## config.mk

```make
export PLATFORM = sky130hd
export DESIGN_NAME = bakery_ticket_arbiter_top
export DESIGN_NICKNAME = d
export VERILOG_FILES = /design/src/hdl/bta_pkg.sv /design/src/hdl/bakery_ticket_arbiter_top.sv /design/src/hdl/bta_ticket_max.sv /design/src/hdl/bta_grant_select.sv
export SDC_FILE = /design/constraint.sdc
export NUM_CORES = 1
export LEC_CHECK = 0
export ABC_AREA = 1
export BUFFER_PORTS_ARGS = -buffer_cell sky130_fd_sc_hd__clkbuf_2
export CAP_MARGIN = 20
export CORE_MARGIN = 1.5
export CORE_UTILIZATION = 25
export CTS_CLUSTER_DIAMETER = 50
export DETAILED_ROUTE_END_ITERATION = 10
export GPL_ROUTABILITY_DRIVEN = 0
export PLACE_DENSITY_LB_ADDON = 0.15
export SLEW_MARGIN = 20
export SYNTH_ARGS = -nofsm -noshare
export SYNTH_HDL_FRONTEND = slang
export SYNTH_SLANG_ARGS = --single-unit
```

## constraint.sdc

```tcl
create_clock -name clock -period 19 [get_ports clock]
set_clock_uncertainty 0.05 [all_clocks]
set_input_delay 0.95 -clock clock [delete_from_list [all_inputs] [get_ports clock]]
set_output_delay 0.95 -clock clock [all_outputs]
set_load 0.01 [all_outputs]
```

## src/hdl/bta_pkg.sv

```systemverilog
`default_nettype none
package bta_pkg;

   localparam int REQUESTERS  = 8;
   localparam int TICKET_BITS = 16;
   localparam int ID_BITS     = 3;
   localparam int COUNT_BITS  = 4;

   // Padded leaf count of the compare trees and their node count.
   localparam int TREE_LEAVES = 1 << $clog2(REQUESTERS);
   localparam int TREE_NODES  = 2 * TREE_LEAVES - 1;

   localparam logic [COUNT_BITS-1:0]  COUNT_RESET = COUNT_BITS'(REQUESTERS);
   localparam logic [TICKET_BITS-1:0] TICKET_TOP  = {TICKET_BITS{1'b1}};

   // Event codes.
   localparam logic OP_REQUEST = 1'b0;
   localparam logic OP_RELEASE = 1'b1;

   typedef struct packed {
      logic               valid;
      logic [ID_BITS-1:0] id;
   } grant_type;

endpackage
`default_nettype wire

```

## src/hdl/bakery_ticket_arbiter_top.sv

```systemverilog
// Bakery ticket arbiter: one event word in, one grant report word out.
// An accepted word waits in the input register until the report register is free or being
// drained, then its report is registered there and shown on rsp_*. Throughput: 1 word per
// cycle unless rsp_ready stalls; the ticket max tree, increment and grant min tree are
// combinational between the input and report registers. Reset (synchronous, active high)
// clears flags, tickets and both valid stages and sets the active count to eight.
`default_nettype none
module bakery_ticket_arbiter_top (
   input  logic                              clock,
   input  logic                              reset,
   input  logic                              csr_write_enable,
   input  logic [bta_pkg::COUNT_BITS-1:0]    csr_write_data,
   input  logic                              req_valid,
   output logic                              req_ready,
   input  logic                              req_operation,
   input  logic [bta_pkg::ID_BITS-1:0]       req_requester_id,
   output logic                              rsp_valid,
   input  logic                              rsp_ready,
   output logic [bta_pkg::ID_BITS-1:0]       rsp_holder_id,
   output logic                              rsp_holder_valid,
   output logic [bta_pkg::TICKET_BITS-1:0]   rsp_ticket_given,
   output logic                              rsp_ticket_saturated,
   output logic                              rsp_bad_request
);
   import bta_pkg::*;

   logic [COUNT_BITS-1:0]  count_ff;
   logic                   in_valid_ff;
   logic                   in_op_ff;
   logic [ID_BITS-1:0]     in_id_ff;
   logic [REQUESTERS-1:0]  flags_ff;
   logic [TICKET_BITS-1:0] tickets_ff [REQUESTERS];
   logic                   out_valid_ff;
   logic [ID_BITS-1:0]     out_holder_id_ff;
   logic                   out_holder_valid_ff;
   logic [TICKET_BITS-1:0] out_given_ff;
   logic                   out_sat_ff;
   logic                   out_bad_ff;

   logic [REQUESTERS-1:0]  flags_in;
   logic [TICKET_BITS-1:0] tickets_in [REQUESTERS];
   logic [TICKET_BITS-1:0] given_in;
   logic                   sat_in;
   logic                   bad_in;
   logic                   out_valid_in;

   logic [COUNT_BITS-1:0]  eff_count;
   logic [REQUESTERS-1:0]  active;
   logic [TICKET_BITS-1:0] top_ticket;
   grant_type              grant;
   logic                   advance;

   // Move the held word on when the report register is free or being drained.
   assign advance   = in_valid_ff && (!out_valid_ff || rsp_ready);
   assign req_ready = !in_valid_ff || advance;

   // Clamp the active count and mark who takes part.
   always_comb begin
      if (count_ff == '0) begin
         eff_count = COUNT_BITS'(1);
      end else if (count_ff > COUNT_BITS'(REQUESTERS)) begin
         eff_count = COUNT_BITS'(REQUESTERS);
      end else begin
         eff_count = count_ff;
      end
      for (int k = 0; k < REQUESTERS; k++) begin
         active[k] = COUNT_BITS'(k) < eff_count;
      end
   end

   bta_ticket_max u_max (
      .tickets    (tickets_ff),
      .active     (active),
      .top_ticket (top_ticket)
   );

   // Apply the event to the flags and tickets.
   always_comb begin
      flags_in   = flags_ff;
      tickets_in = tickets_ff;
      given_in   = '0;
      sat_in     = 1'b0;
      bad_in     = COUNT_BITS'(in_id_ff) >= eff_count;
      if (!bad_in) begin
         if (in_op_ff == OP_REQUEST) begin
            sat_in               = top_ticket == TICKET_TOP;
            given_in             = sat_in ? TICKET_TOP : top_ticket + TICKET_BITS'(1);
            flags_in[in_id_ff]   = 1'b1;
            tickets_in[in_id_ff] = given_in;
         end else begin
            flags_in[in_id_ff] = 1'b0;
         end
      end
   end

   bta_grant_select u_grant (
      .tickets  (tickets_in),
      .eligible (flags_in & active),
      .grant    (grant)
   );

   assign out_valid_in = advance || (out_valid_ff && !rsp_ready);

   // Control and state registers.
   always_ff @(posedge clock) begin
      if (reset) begin
         count_ff     <= COUNT_RESET;
         in_valid_ff  <= 1'b0;
         out_valid_ff <= 1'b0;
         flags_ff     <= '0;
         for (int k = 0; k < REQUESTERS; k++) begin
            tickets_ff[k] <= '0;
         end
      end else begin
         if (csr_write_enable) begin
            count_ff <= csr_write_data;
         end
         if (req_ready) begin
            in_valid_ff <= req_valid;
         end
         out_valid_ff <= out_valid_in;
         if (advance) begin
            flags_ff   <= flags_in;
            tickets_ff <= tickets_in;
         end
      end
   end

   // Capture the event word and the report word.
   always_ff @(posedge clock) begin
      if (req_ready && req_valid) begin
         in_op_ff <= req_operation;
         in_id_ff <= req_requester_id;
      end
      if (advance) begin
         out_holder_id_ff    <= grant.id;
         out_holder_valid_ff <= grant.valid;
         out_given_ff        <= given_in;
         out_sat_ff          <= sat_in;
         out_bad_ff          <= bad_in;
      end
   end

   assign rsp_valid            = out_valid_ff;
   assign rsp_holder_id        = out_holder_id_ff;
   assign rsp_holder_valid     = out_holder_valid_ff;
   assign rsp_ticket_given     = out_given_ff;
   assign rsp_ticket_saturated = out_sat_ff;
   assign rsp_bad_request      = out_bad_ff;

endmodule
`default_nettype wire

```

## src/hdl/bta_ticket_max.sv

```systemverilog
`default_nettype none
module bta_ticket_max (
   input  logic [bta_pkg::TICKET_BITS-1:0] tickets [bta_pkg::REQUESTERS],
   input  logic [bta_pkg::REQUESTERS-1:0]  active,
   output logic [bta_pkg::TICKET_BITS-1:0] top_ticket
);
   import bta_pkg::*;

   logic [TICKET_BITS-1:0] node_ticket [TREE_NODES];

   genvar k;
   genvar i;

   // Load leaves: inactive and padded slots count as zero.
   generate
      for (k = 0; k < TREE_LEAVES; k++) begin : g_leaf
         if (k < REQUESTERS) begin : g_real
            assign node_ticket[TREE_LEAVES-1+k] = active[k] ? tickets[k] : '0;
         end else begin : g_pad
            assign node_ticket[TREE_LEAVES-1+k] = '0;
         end
      end
   endgenerate

   // Reduce pairwise to the largest ticket.
   generate
      for (i = 0; i < TREE_LEAVES - 1; i++) begin : g_node
         assign node_ticket[i] = (node_ticket[2*i+1] >= node_ticket[2*i+2]) ?
                                 node_ticket[2*i+1] : node_ticket[2*i+2];
      end
   endgenerate

   assign top_ticket = node_ticket[0];

endmodule
`default_nettype wire

```

## src/hdl/bta_grant_select.sv

```systemverilog
`default_nettype none
module bta_grant_select (
   input  logic [bta_pkg::TICKET_BITS-1:0] tickets [bta_pkg::REQUESTERS],
   input  logic [bta_pkg::REQUESTERS-1:0]  eligible,
   output bta_pkg::grant_type              grant
);
   import bta_pkg::*;

   logic [TREE_NODES-1:0]  node_valid;
   logic [TICKET_BITS-1:0] node_ticket [TREE_NODES];
   logic [ID_BITS-1:0]     node_id [TREE_NODES];

   genvar k;
   genvar i;

   // Load leaves with the flagged requesters.
   generate
      for (k = 0; k < TREE_LEAVES; k++) begin : g_leaf
         if (k < REQUESTERS) begin : g_real
            assign node_valid[TREE_LEAVES-1+k]  = eligible[k];
            assign node_ticket[TREE_LEAVES-1+k] = tickets[k];
         end else begin : g_pad
            assign node_valid[TREE_LEAVES-1+k]  = 1'b0;
            assign node_ticket[TREE_LEAVES-1+k] = '0;
         end
         assign node_id[TREE_LEAVES-1+k] = ID_BITS'(k);
      end
   endgenerate

   // Keep the smaller ticket; the left side holds lower ids and wins a tie.
   generate
      for (i = 0; i < TREE_LEAVES - 1; i++) begin : g_node
         logic take_left;
         assign take_left = node_valid[2*i+1] &&
                            (!node_valid[2*i+2] ||
                             (node_ticket[2*i+1] <= node_ticket[2*i+2]));
         assign node_valid[i]  = node_valid[2*i+1] || node_valid[2*i+2];
         assign node_ticket[i] = take_left ? node_ticket[2*i+1] : node_ticket[2*i+2];
         assign node_id[i]     = take_left ? node_id[2*i+1] : node_id[2*i+2];
      end
   endgenerate

   // Report id zero when nobody is waiting.
   assign grant.valid = node_valid[0];
   assign grant.id    = node_valid[0] ? node_id[0] : '0;

endmodule
`default_nettype wire

```

# Word level (Yosys, flattened, before mapping)
# Index checks and enable logic that the tools add are counted.
[op_classes]
add_sub_neg = 1
order_cmp = 28
eq_ne = 1
n_mux = 40
n_bitwise = 5
n_reduce_logical = 41
[op_table]
columns = ["op", "n"]
rows = [
  ["$mux 16", 23],
  ["$mux 128", 2],
  ["$bwmux 128", 1],
  ["$ge 16x16->1", 7],
  ["$le 16x16->1", 7],
  ["$demux 16 s3", 1],
  ["$logic_or 1x1->1", 17],
  ["$add 16x1->16 const B", 1],
  ["$and 8x8->8", 2],
  ["$eq 16x16->1 const B", 1],
  ["$lt 3x4->1 const A", 4],
  ["$mux 8", 2],
  ["$logic_and 1x1->1", 12],
  ["$logic_not 1->1", 10],
  ["$lt 1x4->1 const A", 2],
  ["$lt 2x4->1 const A", 2],
  ["$mux 4", 2],
  ["$not 8->8", 1],
  ["$or 8x8->8", 1],
  ["$mux 1", 5],
  ["$ge 3x4->1", 1],
  ["$ge 4x4->1 const B", 1],
  ["$gt 4x4->1 const B", 1],
  ["$logic_not 4->1", 1],
  ["8 further kinds", 9],
]
[totals]
regBits = 168
output_inout_bits = 24
word_cells = 135

# Logic depth before layout (Yosys ltp)
# Gate-level depths: netlist (run 1).
[logic_depth]
word_depth = 28
depth_mapped = 98
mapped_depth_nobuf = 92

# Cells and area by module
# A second synthesis (run 1) with hierarchy kept.
[unflattened]
hier_cells = 3199
area_unflattened_um2 = 19083.3
[by_module_without_submodules]
columns = ["mod", "instances", "cells_each", "area_each_um2", "seq_area_each_um2"]
rows = [
  ["bakery_ticket_arbiter_top", 1, 1496, 9350.2, 3623.5],
  ["bta_ticket_max", 1, 989, 5434.0, 0.0],
  ["bta_grant_select", 1, 714, 4299.1, 0.0],
]

# Worst setup path after synthesis (run 1)
# OpenSTA, ideal clock, no wires.
[synth_timing]
kind = "register -> register"
start = "register count_ff[3]"
end = "register out_holder_id_ff[0] (netlist: rsp_holder_id[0]) (data pin)"
setup_time_ps = 253
arrival_time_ps = 11524
path_slack_ps = 7173
path_stages_with_launch = 85
n_path_buf = 7
path_cell_list = "dfxtp_1 buf_6 nor2_8 inv_2 a21oi_4 buf_8 nor2_4 ha_1 nand2_1 o21bai_1 a21oi_1 nor2_4 nand2_2 buf_4 nand2_1 and2_1 ha_1 a21oi_1 [... 49 more ...] clkinv_1 clkbuf_1 nand2_1 nand2_1 ha_1 nand2_1 inv_1 a221oi_1 o221ai_1 nand2_1 a221o_1 nand2_1 inv_1 nor2_1 nand2_1 nand2_1 nor2_1 nor2_1"
[synth_via]
elab_chain_len = 28
[synth_rtl]
columns = ["element", "line", "text"]
rows = [
  ["start: declaration", "bakery_ticket_arbiter_top.sv:27", "logic [COUNT_BITS-1:0] count_ff;"],
  ["start signal: assignment", "bakery_ticket_arbiter_top.sv:116", "count_ff <= csr_write_data;"],
  ["$gt 4x4->1", "bakery_ticket_arbiter_top.sv:61", "end else if (count_ff > COUNT_BITS'(REQUESTERS)) begin"],
  ["$mux 4", "bakery_ticket_arbiter_top.sv:61", ""],
  ["$mux 4 (*)", "bakery_ticket_arbiter_top.sv:59", "if (count_ff == '0) begin"],
  ["$lt 1x4->1, or another cell as far along", "bakery_ticket_arbiter_top.sv:67", "active[k] = COUNT_BITS'(k) < eff_count;"],
  ["$mux 16", "bta_ticket_max.sv:18", "assign node_ticket[TREE_LEAVES-1+k] = active[k] ? tickets[k] : '0;"],
  ["$ge 16x16->1", "bta_ticket_max.sv:28", "assign node_ticket[i] = (node_ticket[2*i+1] >= node_ticket[2*i+2]) ?"],
  ["$mux 16", "bta_ticket_max.sv:28", ""],
  ["$ge 16x16->1", "bta_ticket_max.sv:28", ""],
  ["[... 12 more ...]", "--", ""],
  ["$le 16x16->1", "bta_grant_select.sv:36", "(node_ticket[2*i+1] <= node_ticket[2*i+2]));"],
  ["$logic_or 1x1->1", "bta_grant_select.sv:35", "(!node_valid[2*i+2] ||"],
  ["$logic_and 1x1->1", "bta_grant_select.sv:34", "assign take_left = node_valid[2*i+1] &&"],
  ["$mux 16", "bta_grant_select.sv:38", "assign node_ticket[i] = take_left ? node_ticket[2*i+1] : node_ticket[2*i+2];"],
  ["$le 16x16->1", "bta_grant_select.sv:36", ""],
  ["$logic_or 1x1->1", "bta_grant_select.sv:35", ""],
  ["$logic_and 1x1->1", "bta_grant_select.sv:34", ""],
  ["$mux 3", "bta_grant_select.sv:39", "assign node_id[i] = take_left ? node_id[2*i+1] : node_id[2*i+2];"],
  ["end signal: assignment", "bakery_ticket_arbiter_top.sv:136", "out_holder_id_ff <= grant.id;"],
  ["end: declaration", "bakery_ticket_arbiter_top.sv:34", "logic [ID_BITS-1:0] out_holder_id_ff;"],
]
# Every way passes the cells marked *; elsewhere a longest branch is shown, timed or not.
# A chain may end at the register's enable or synchronous reset.

==> run_summary.xml, run 1 <==
<?xml version="1.0" encoding="UTF-8"?>
<metrics>
  <group name="cells_and_area">
    <metric name="drive_above_1_share" unit="%">7.49</metric>
    <metric name="mostFrequentLayoutCell" unit="">nand2_1</metric>
    <metric name="fin_cells" unit="">3662</metric>
    <metric name="layout.cells.most_common_list" unit="">nand2_1 (574), inv_1 (459), a21oi_1 (236), nand3_1 (230), ha_1 (223)</metric>
    <metric name="layout.area.seq" unit="um2">3620</metric>
    <metric name="final_core_utilization" unit="%">27.3</metric>
    <metric name="inserted_diodes" unit="">0</metric>
    <metric name="footprint_of_the_multi_input_gates" unit="um2">11600</metric>
    <metric name="finish.net_count" unit="">2945</metric>
    <metric name="layout.filler_cells" unit="">7853</metric>
    <metric name="syn2layout_area_growth" unit="%">8.38</metric>
  </group>
  <group name="grt">
    <metric name="globalRouteTotalUtil" unit="%">21.5</metric>
    <metric name="global_route.overflow_total" unit="">0</metric>
    <metric name="antenna_found_initial" unit="">1</metric>
    <metric name="first_global_vias" unit="">17000</metric>
    <metric name="grt_pass1_wl" unit="um">113000</metric>
    <metric name="grt_max_degree" unit="">118</metric>
  </group>
  <group name="min_path">
    <metric name="timing.hold.worst.class" unit="">reg -&gt; reg</metric>
    <metric name="worstHoldStart" unit="">tickets_ff[96]</metric>
    <metric name="worst_hold_path_stage_count" unit="">2</metric>
    <metric name="whs_endpoint" unit="">tickets_ff[96]</metric>
  </group>
  <group name="drt">
    <metric name="drc" unit="">0</metric>
    <metric name="detail_route.vias_per_cell" unit="">5.03</metric>
    <metric name="number_of_drc_violations_after_detailed_routing_iteration_0" unit="">1887</metric>
    <metric name="routed-via-count" unit="">18400</metric>
    <metric name="route.final.wire_length" unit="um">77100</metric>
    <metric name="ant_nets" unit="">0</metric>
    <metric name="drtPass1Iterations" unit="">6</metric>
    <metric name="wl_per_cell" unit="um">21.0</metric>
  </group>
  <group name="worst_setup_path">
    <metric name="reg2reg_slack" unit="ns">1.74</metric>
    <metric name="crit_slowest_cell" unit="">inv_1</metric>
    <metric name="setup.worst_path.end_class" unit="">register</metric>
    <metric name="critical_path.most_common_cell" unit="">nand2_1</metric>
    <metric name="timing.rr.end" unit="">rsp_holder_id[0]</metric>
    <metric name="cp_data_arrival_time" unit="ns">17.46</metric>
    <metric name="rr_worst_depth" unit="">79</metric>
    <metric name="crit_required" unit="ns">19.20</metric>
    <metric name="critPathMaxFanout" unit="">33</metric>
    <metric name="worst_r2r_startpoint" unit="">count_ff[3]</metric>
    <metric name="timing.critical_path.slowest_cell_delay" unit="ns">0.76</metric>
    <metric name="setup.worst_path.class" unit="">reg -&gt; reg</metric>
    <metric name="worstSetupStartpointType" unit="">register</metric>
  </group>
  <group name="sta">
    <metric name="rsz0062_at_grt" unit="">no</metric>
    <metric name="timing.final.crit_share" unit="%">90.8</metric>
    <metric name="timing.final.setup_violations" unit="">0</metric>
    <metric name="tightest_slew" unit="ns">1.08</metric>
    <metric name="hold_violations" unit="">0</metric>
    <metric name="final_count_of_pins_violating_max_slew" unit="">0</metric>
    <metric name="clock.fmax" unit="MHz">57.9</metric>
    <metric name="fin_setup_tns" unit="ns">0</metric>
    <metric name="period_minus_slack" unit="ns">17.26</metric>
    <metric name="timing.slew.headroom" unit="%">27.7</metric>
  </group>
  <group name="clock_network">
    <metric name="ctsResizeCount" unit="">0</metric>
    <metric name="cts.hold.buffers_added" unit="">0</metric>
    <metric name="worst_skew_pair.late_latency" unit="ns">0.51</metric>
    <metric name="number_of_buffers_added_by_the_clock_tree_synthesis_step" unit="">17</metric>
    <metric name="cts.root.buffer_cell" unit="">clkbuf_16</metric>
    <metric name="tritoncts" unit="">done</metric>
    <metric name="h-tree-depth" unit="">4</metric>
    <metric name="clkTransAtPathRegs" unit="ns">0.08</metric>
    <metric name="post_cts_buffers" unit="">0</metric>
    <metric name="cts.sink_count" unit="">168</metric>
    <metric name="clk_path_buf_depth" unit="">2</metric>
  </group>
  <group name="synth">
    <metric name="synth_area_per_cell" unit="um2">6.36</metric>
    <metric name="ys_types" unit="">52</metric>
    <metric name="yosys_register_bits" unit="">168</metric>
    <metric name="synthesized_instance_count" unit="">2766</metric>
    <metric name="postSynth.asyncResetShare" unit="%">0</metric>
    <metric name="synth-main-ff-cell" unit="">dfxtp_1</metric>
    <metric name="postSynthNetCount" unit="">3002</metric>
    <metric name="mapped_area" unit="um2">17600</metric>
    <metric name="yosysWarningCount" unit="">0</metric>
    <metric name="synth_seq_area_share" unit="%">20.6</metric>
    <metric name="synth_enable_flop_cells" unit="">26</metric>
  </group>
  <group name="pwr">
    <metric name="power.static_leakage" unit="nW">9.72</metric>
    <metric name="worst_vdd_rail_ir_drop" unit="V">0.000161</metric>
    <metric name="powerDensity" unit="nW/um2">190</metric>
    <metric name="total_power" unit="W">0.00362</metric>
  </group>
  <group name="floorplanning">
    <metric name="design.die.area" unit="um2">71900</metric>
    <metric name="die_h" unit="um">268</metric>
    <metric name="floorplan.initialDensity" unit="%">25.2</metric>
    <metric name="die_w" unit="um">268</metric>
    <metric name="placement_rows" unit="">97</metric>
    <metric name="core_region_area" unit="um2">69800</metric>
    <metric name="ioPinCount" unit="">37</metric>
  </group>
  <group name="placed_design">
    <metric name="port_buffers" unit="">36</metric>
    <metric name="dp.cells" unit="">3630</metric>
    <metric name="hpwl_detailed" unit="um">61900</metric>
  </group>
  <group name="run_status">
    <metric name="run_status" unit="">completed</metric>
  </group>
  <group name="job">
    <metric name="cap_violations" unit="">0</metric>
  </group>
</metrics>
cells in the mapped netlist (all sizes together), types with 14 or more instances:
library cell	n	area share (%)
ha	223	16
buf	39	1.5
o21ai	236	7.1
inv	473	10
a22oi	15	0.64
nor3	23	0.68
nand2	610	14
clkbuf	91	1.9
nand4	27	0.96
o21a	14	0.60
a21oi	238	6.9
nand3b	18	0.77
nor2	184	4.9
nand3	241	7.2
edfxtp	26	4.4
and2	23	0.82
o22ai	93	3.3
dfxtp	142	16
worst max path at each step:
stage | from | to | depth (start not counted)
final | count_ff[3] | rsp_holder_id[0] | 79
after global routing | count_ff[3] | rsp_holder_id[0] | 79
after CTS | count_ff[3] | rsp_holder_id[0] | 71
after global placement | count_ff[3] | rsp_holder_id[0] | 72
after floorplan | count_ff[3] | rsp_holder_id[0] | 84
after detailed placement | count_ff[3] | rsp_holder_id[0] | 73
worst max-delay path, delay by kind of cell (launching register included):
kind | cells | cell delay (ns)
compound gates | 16 | 4.61
buf+inv | 12 | 2.40
flops | 1 | 0.60
simple gates | 44 | 7.33
fa+ha+maj | 7 | 1.93
through the flow:
stage | area [um2] | hold WS, ns | setup WS [ns]
2_1_floorplan | 17600 | 0.394 | 7.17
3_3_place_gp | 18500 | 0.423 | 1.53
4_1_cts | 19000 | 0.450 | 1.48
3_5_place_dp | 18500 | 0.438 | 1.53
6_report | 19100 | 0.453 | 1.74
5_1_grt | 19100 | 0.477 | 0.134
kinds of logic after synthesis:
group                    synth area share (%)
adder cells (fa/ha/maj)                  15.9
buffers and inverters                    13.6
XOR/XNOR                                0.199
flip-flops                               20.6
AND/OR/NAND/NOR                          29.1
AO/OA/AOI/OAI                            20.5
where the power goes:
part,total (W),internal (W),switching (W)
Combinational,0.00280,0.000774,0.00203
Clock,0.000369,0.000184,0.000186
Sequential,0.000443,0.000418,0.0000249
cell type report:
class | count | share of cell area [%]
multi-input combinational | 1993 | 60.8
sequential | 168 | 19.0
inverter | 475 | 9.38
tap | 940 | 6.17
clock buffer | 18 | 2.25
timing repair buffer | 54 | 1.67
clock inverter | 14 | 0.742
registers in the layout, summed over array words and instances (netlist names), 3 cells and up:
register and flops:
flags_ff 8, rsp_holder_id 3, in_id_ff 3, count_ff 4, tickets_ff 128, rsp_ticket_given 16
metal layers:
metal | global-route usage [%] | up-vias | part of all wire [%]
li1 | - | 9040 | -
met2 | 31.3 | 683 | 41
met4 | 8.60 | 0 | 3.6
met3 | 2.72 | 97 | 6.3
met5 | 0 | - | 0
met1 | 31.5 | 8586 | 49
No activity file was read; power rests on OpenSTA's default activity.
==> run 2: changes to the inputs <==
--- a/config.mk
+++ b/config.mk
@@ -13,7 +13,7 @@
 export CTS_CLUSTER_DIAMETER = 50
 export DETAILED_ROUTE_END_ITERATION = 10
 export GPL_ROUTABILITY_DRIVEN = 0
-export PLACE_DENSITY_LB_ADDON = 0.15
+export PLACE_DENSITY = 0.4
 export SLEW_MARGIN = 20
 export SYNTH_ARGS = -nofsm -noshare
 export SYNTH_HDL_FRONTEND = slang
==> run_summary.xml, run 2 (synthesized netlist as in run 1, its figures left out) <==
<?xml version="1.0" encoding="UTF-8"?>
<metrics>
  <group name="clock_network">
    <metric name="worst_skew_pair.late_latency" unit="ns">0.50</metric>
    <metric name="clk_path_buf_depth" unit="">2</metric>
    <metric name="number_of_buffers_added_by_the_clock_tree_synthesis_step" unit="">17</metric>
    <metric name="post_cts_buffers" unit="">0</metric>
    <metric name="ctsResizeCount" unit="">0</metric>
    <metric name="cts.sink_count" unit="">168</metric>
    <metric name="cts.root.buffer_cell" unit="">clkbuf_16</metric>
    <metric name="h-tree-depth" unit="">4</metric>
    <metric name="cts.hold.buffers_added" unit="">0</metric>
    <metric name="tritoncts" unit="">done</metric>
    <metric name="clkTransAtPathRegs" unit="ns">0.07</metric>
  </group>
  <group name="worst_setup_path">
    <metric name="setup.worst_path.end_class" unit="">register</metric>
    <metric name="timing.critical_path.slowest_cell_delay" unit="ns">0.77</metric>
    <metric name="critical_path.most_common_cell" unit="">nand2_1</metric>
    <metric name="crit_required" unit="ns">19.20</metric>
    <metric name="critPathMaxFanout" unit="">33</metric>
    <metric name="setup.worst_path.class" unit="">reg -&gt; reg</metric>
    <metric name="worstSetupStartpointType" unit="">register</metric>
    <metric name="cp_data_arrival_time" unit="ns">17.30</metric>
    <metric name="crit_slowest_cell" unit="">inv_1</metric>
  </group>
  <group name="sta">
    <metric name="timing.slew.headroom" unit="%">30.0</metric>
    <metric name="tightest_slew" unit="ns">1.04</metric>
    <metric name="final_count_of_pins_violating_max_slew" unit="">0</metric>
    <metric name="timing.final.setup_violations" unit="">0</metric>
    <metric name="fin_setup_tns" unit="ns">0</metric>
    <metric name="fin_hold_ws" unit="ns">0.460</metric>
    <metric name="timing.final.crit_share" unit="%">90.0</metric>
    <metric name="clock.fmax" unit="MHz">58.5</metric>
    <metric name="rsz0062_at_grt" unit="">no</metric>
    <metric name="hold_violations" unit="">0</metric>
    <metric name="period_minus_slack" unit="ns">17.10</metric>
  </group>
  <group name="drt">
    <metric name="detail_route.vias_per_cell" unit="">5.00</metric>
    <metric name="drc" unit="">0</metric>
    <metric name="ant_nets" unit="">0</metric>
    <metric name="drtPass1Iterations" unit="">6</metric>
    <metric name="number_of_drc_violations_after_detailed_routing_iteration_0" unit="">2025</metric>
    <metric name="wl_per_cell" unit="um">21.0</metric>
    <metric name="route.final.wire_length" unit="um">76900</metric>
    <metric name="routed-via-count" unit="">18300</metric>
  </group>
  <group name="grt">
    <metric name="grt_pass1_wl" unit="um">112000</metric>
    <metric name="globalRouteTotalUtil" unit="%">21.4</metric>
    <metric name="grt_max_degree" unit="">103</metric>
    <metric name="antenna_found_initial" unit="">1</metric>
    <metric name="first_global_vias" unit="">16700</metric>
    <metric name="global_route.overflow_total" unit="">0</metric>
  </group>
  <group name="placed_design">
    <metric name="hpwl_detailed" unit="um">61400</metric>
    <metric name="port_buffers" unit="">36</metric>
    <metric name="dp.cells" unit="">3630</metric>
    <metric name="dpl_cell_area" unit="um2">18500</metric>
  </group>
  <group name="cells_and_area">
    <metric name="finish.net_count" unit="">2945</metric>
    <metric name="mostFrequentLayoutCell" unit="">nand2_1</metric>
    <metric name="fin_cells" unit="">3662</metric>
    <metric name="layout.filler_cells" unit="">7841</metric>
    <metric name="layout.cells.most_common_list" unit="">nand2_1 (574), inv_1 (458), a21oi_1 (236), nand3_1 (230), ha_1 (223)</metric>
    <metric name="largest_register" unit="">tickets_ff</metric>
    <metric name="final_area" unit="um2">19100</metric>
    <metric name="syn2layout_area_growth" unit="%">8.42</metric>
    <metric name="largest_register_ff_count" unit="">128</metric>
    <metric name="inserted_diodes" unit="">0</metric>
    <metric name="drive_above_1_share" unit="%">7.57</metric>
  </group>
  <group name="floorplanning">
    <metric name="design.die.area" unit="um2">71900</metric>
    <metric name="die_w" unit="um">268</metric>
    <metric name="placement_rows" unit="">97</metric>
    <metric name="core_region_area" unit="um2">69800</metric>
    <metric name="ioPinCount" unit="">37</metric>
    <metric name="die_h" unit="um">268</metric>
    <metric name="floorplan.initialDensity" unit="%">25.2</metric>
  </group>
  <group name="job">
    <metric name="cap_violations" unit="">0</metric>
  </group>
  <group name="min_path">
    <metric name="timing.hold.worst.class" unit="">reg -&gt; reg</metric>
  </group>
  <group name="pwr">
    <metric name="worst_vdd_rail_ir_drop" unit="V">0.000169</metric>
    <metric name="powerDensity" unit="nW/um2">191</metric>
    <metric name="power.static_leakage" unit="nW">9.74</metric>
  </group>
  <group name="run_status">
    <metric name="run_status" unit="">completed</metric>
  </group>
</metrics>
## run 2: changes by cell type in the layout (fill, tap and decap cells not counted), sizes merged
cell      before  now
clkbuf        53   56
bufinv         1    0
clkinvlp       4    0
clkinv         6    9
inv          478  477
## run 2: critical path, delay by kind of cell, from the launching register on
family                     cells  cell delay [ns]
DFF                            1             0.35
buffers and inverters         13             2.40
and+or+nand+nor               47             7.48
AOI/OAI and AO/OA             15             4.50
adders and majority gates      7             1.93
## run 2: metrics by stage
| stage | worst slack [ns] | utilization, % | power [W] |
|---|---|---|---|
| 2_1_floorplan | 7.17 | - | 0.00224 |
| 3_3_place_gp | 1.44 | 26.5 | 0.00324 |
| 3_5_place_dp | 1.67 | 26.5 | 0.00324 |
| 4_1_cts | 1.60 | 27.3 | 0.00363 |
| 5_1_grt | 0.0470 | 27.3 | 0.00394 |
| 6_report | 1.90 | 27.3 | 0.00364 |
## run 2: final timing paths
check,from,end,slack [ns],cells after the start
setup / recovery,count_ff[3],rsp_holder_id[0],1.90,82
hold / removal,in_valid_ff,rsp_valid,0.46,2
setup reg to reg,count_ff[3],rsp_holder_id[0],1.90,82
hold reg to reg,in_valid_ff,rsp_valid,0.46,2
## run 2: routing by layer
metal	vias to the layer above	track usage (%)	wire (um)
met1	8578	32.0	38000
met5	-	0	0
met2	627	31.9	32100
met3	69	2.84	5100
li1	9051	-	-
met4	0	5.51	1680
## run 2: layout make-up
type	instances	area [um2]	share of cell area [%]
Multi-Input combinational cell	1993	11600	60.8
Sequential cell	168	3620	19.0
Inverter	475	1790	9.37
Tap cell	940	1180	6.17
Clock buffer	21	493	2.59
Timing Repair Buffer	54	318	1.67
Clock inverter	11	81.3	0.427
## run 2: power by group
group | total (W) | switching (W) | internal, W
combinational | 0.00282 | 0.00205 | 0.000773
clock | 0.000370 | 0.000181 | 0.000188
sequential | 0.000443 | 0.0000248 | 0.000418
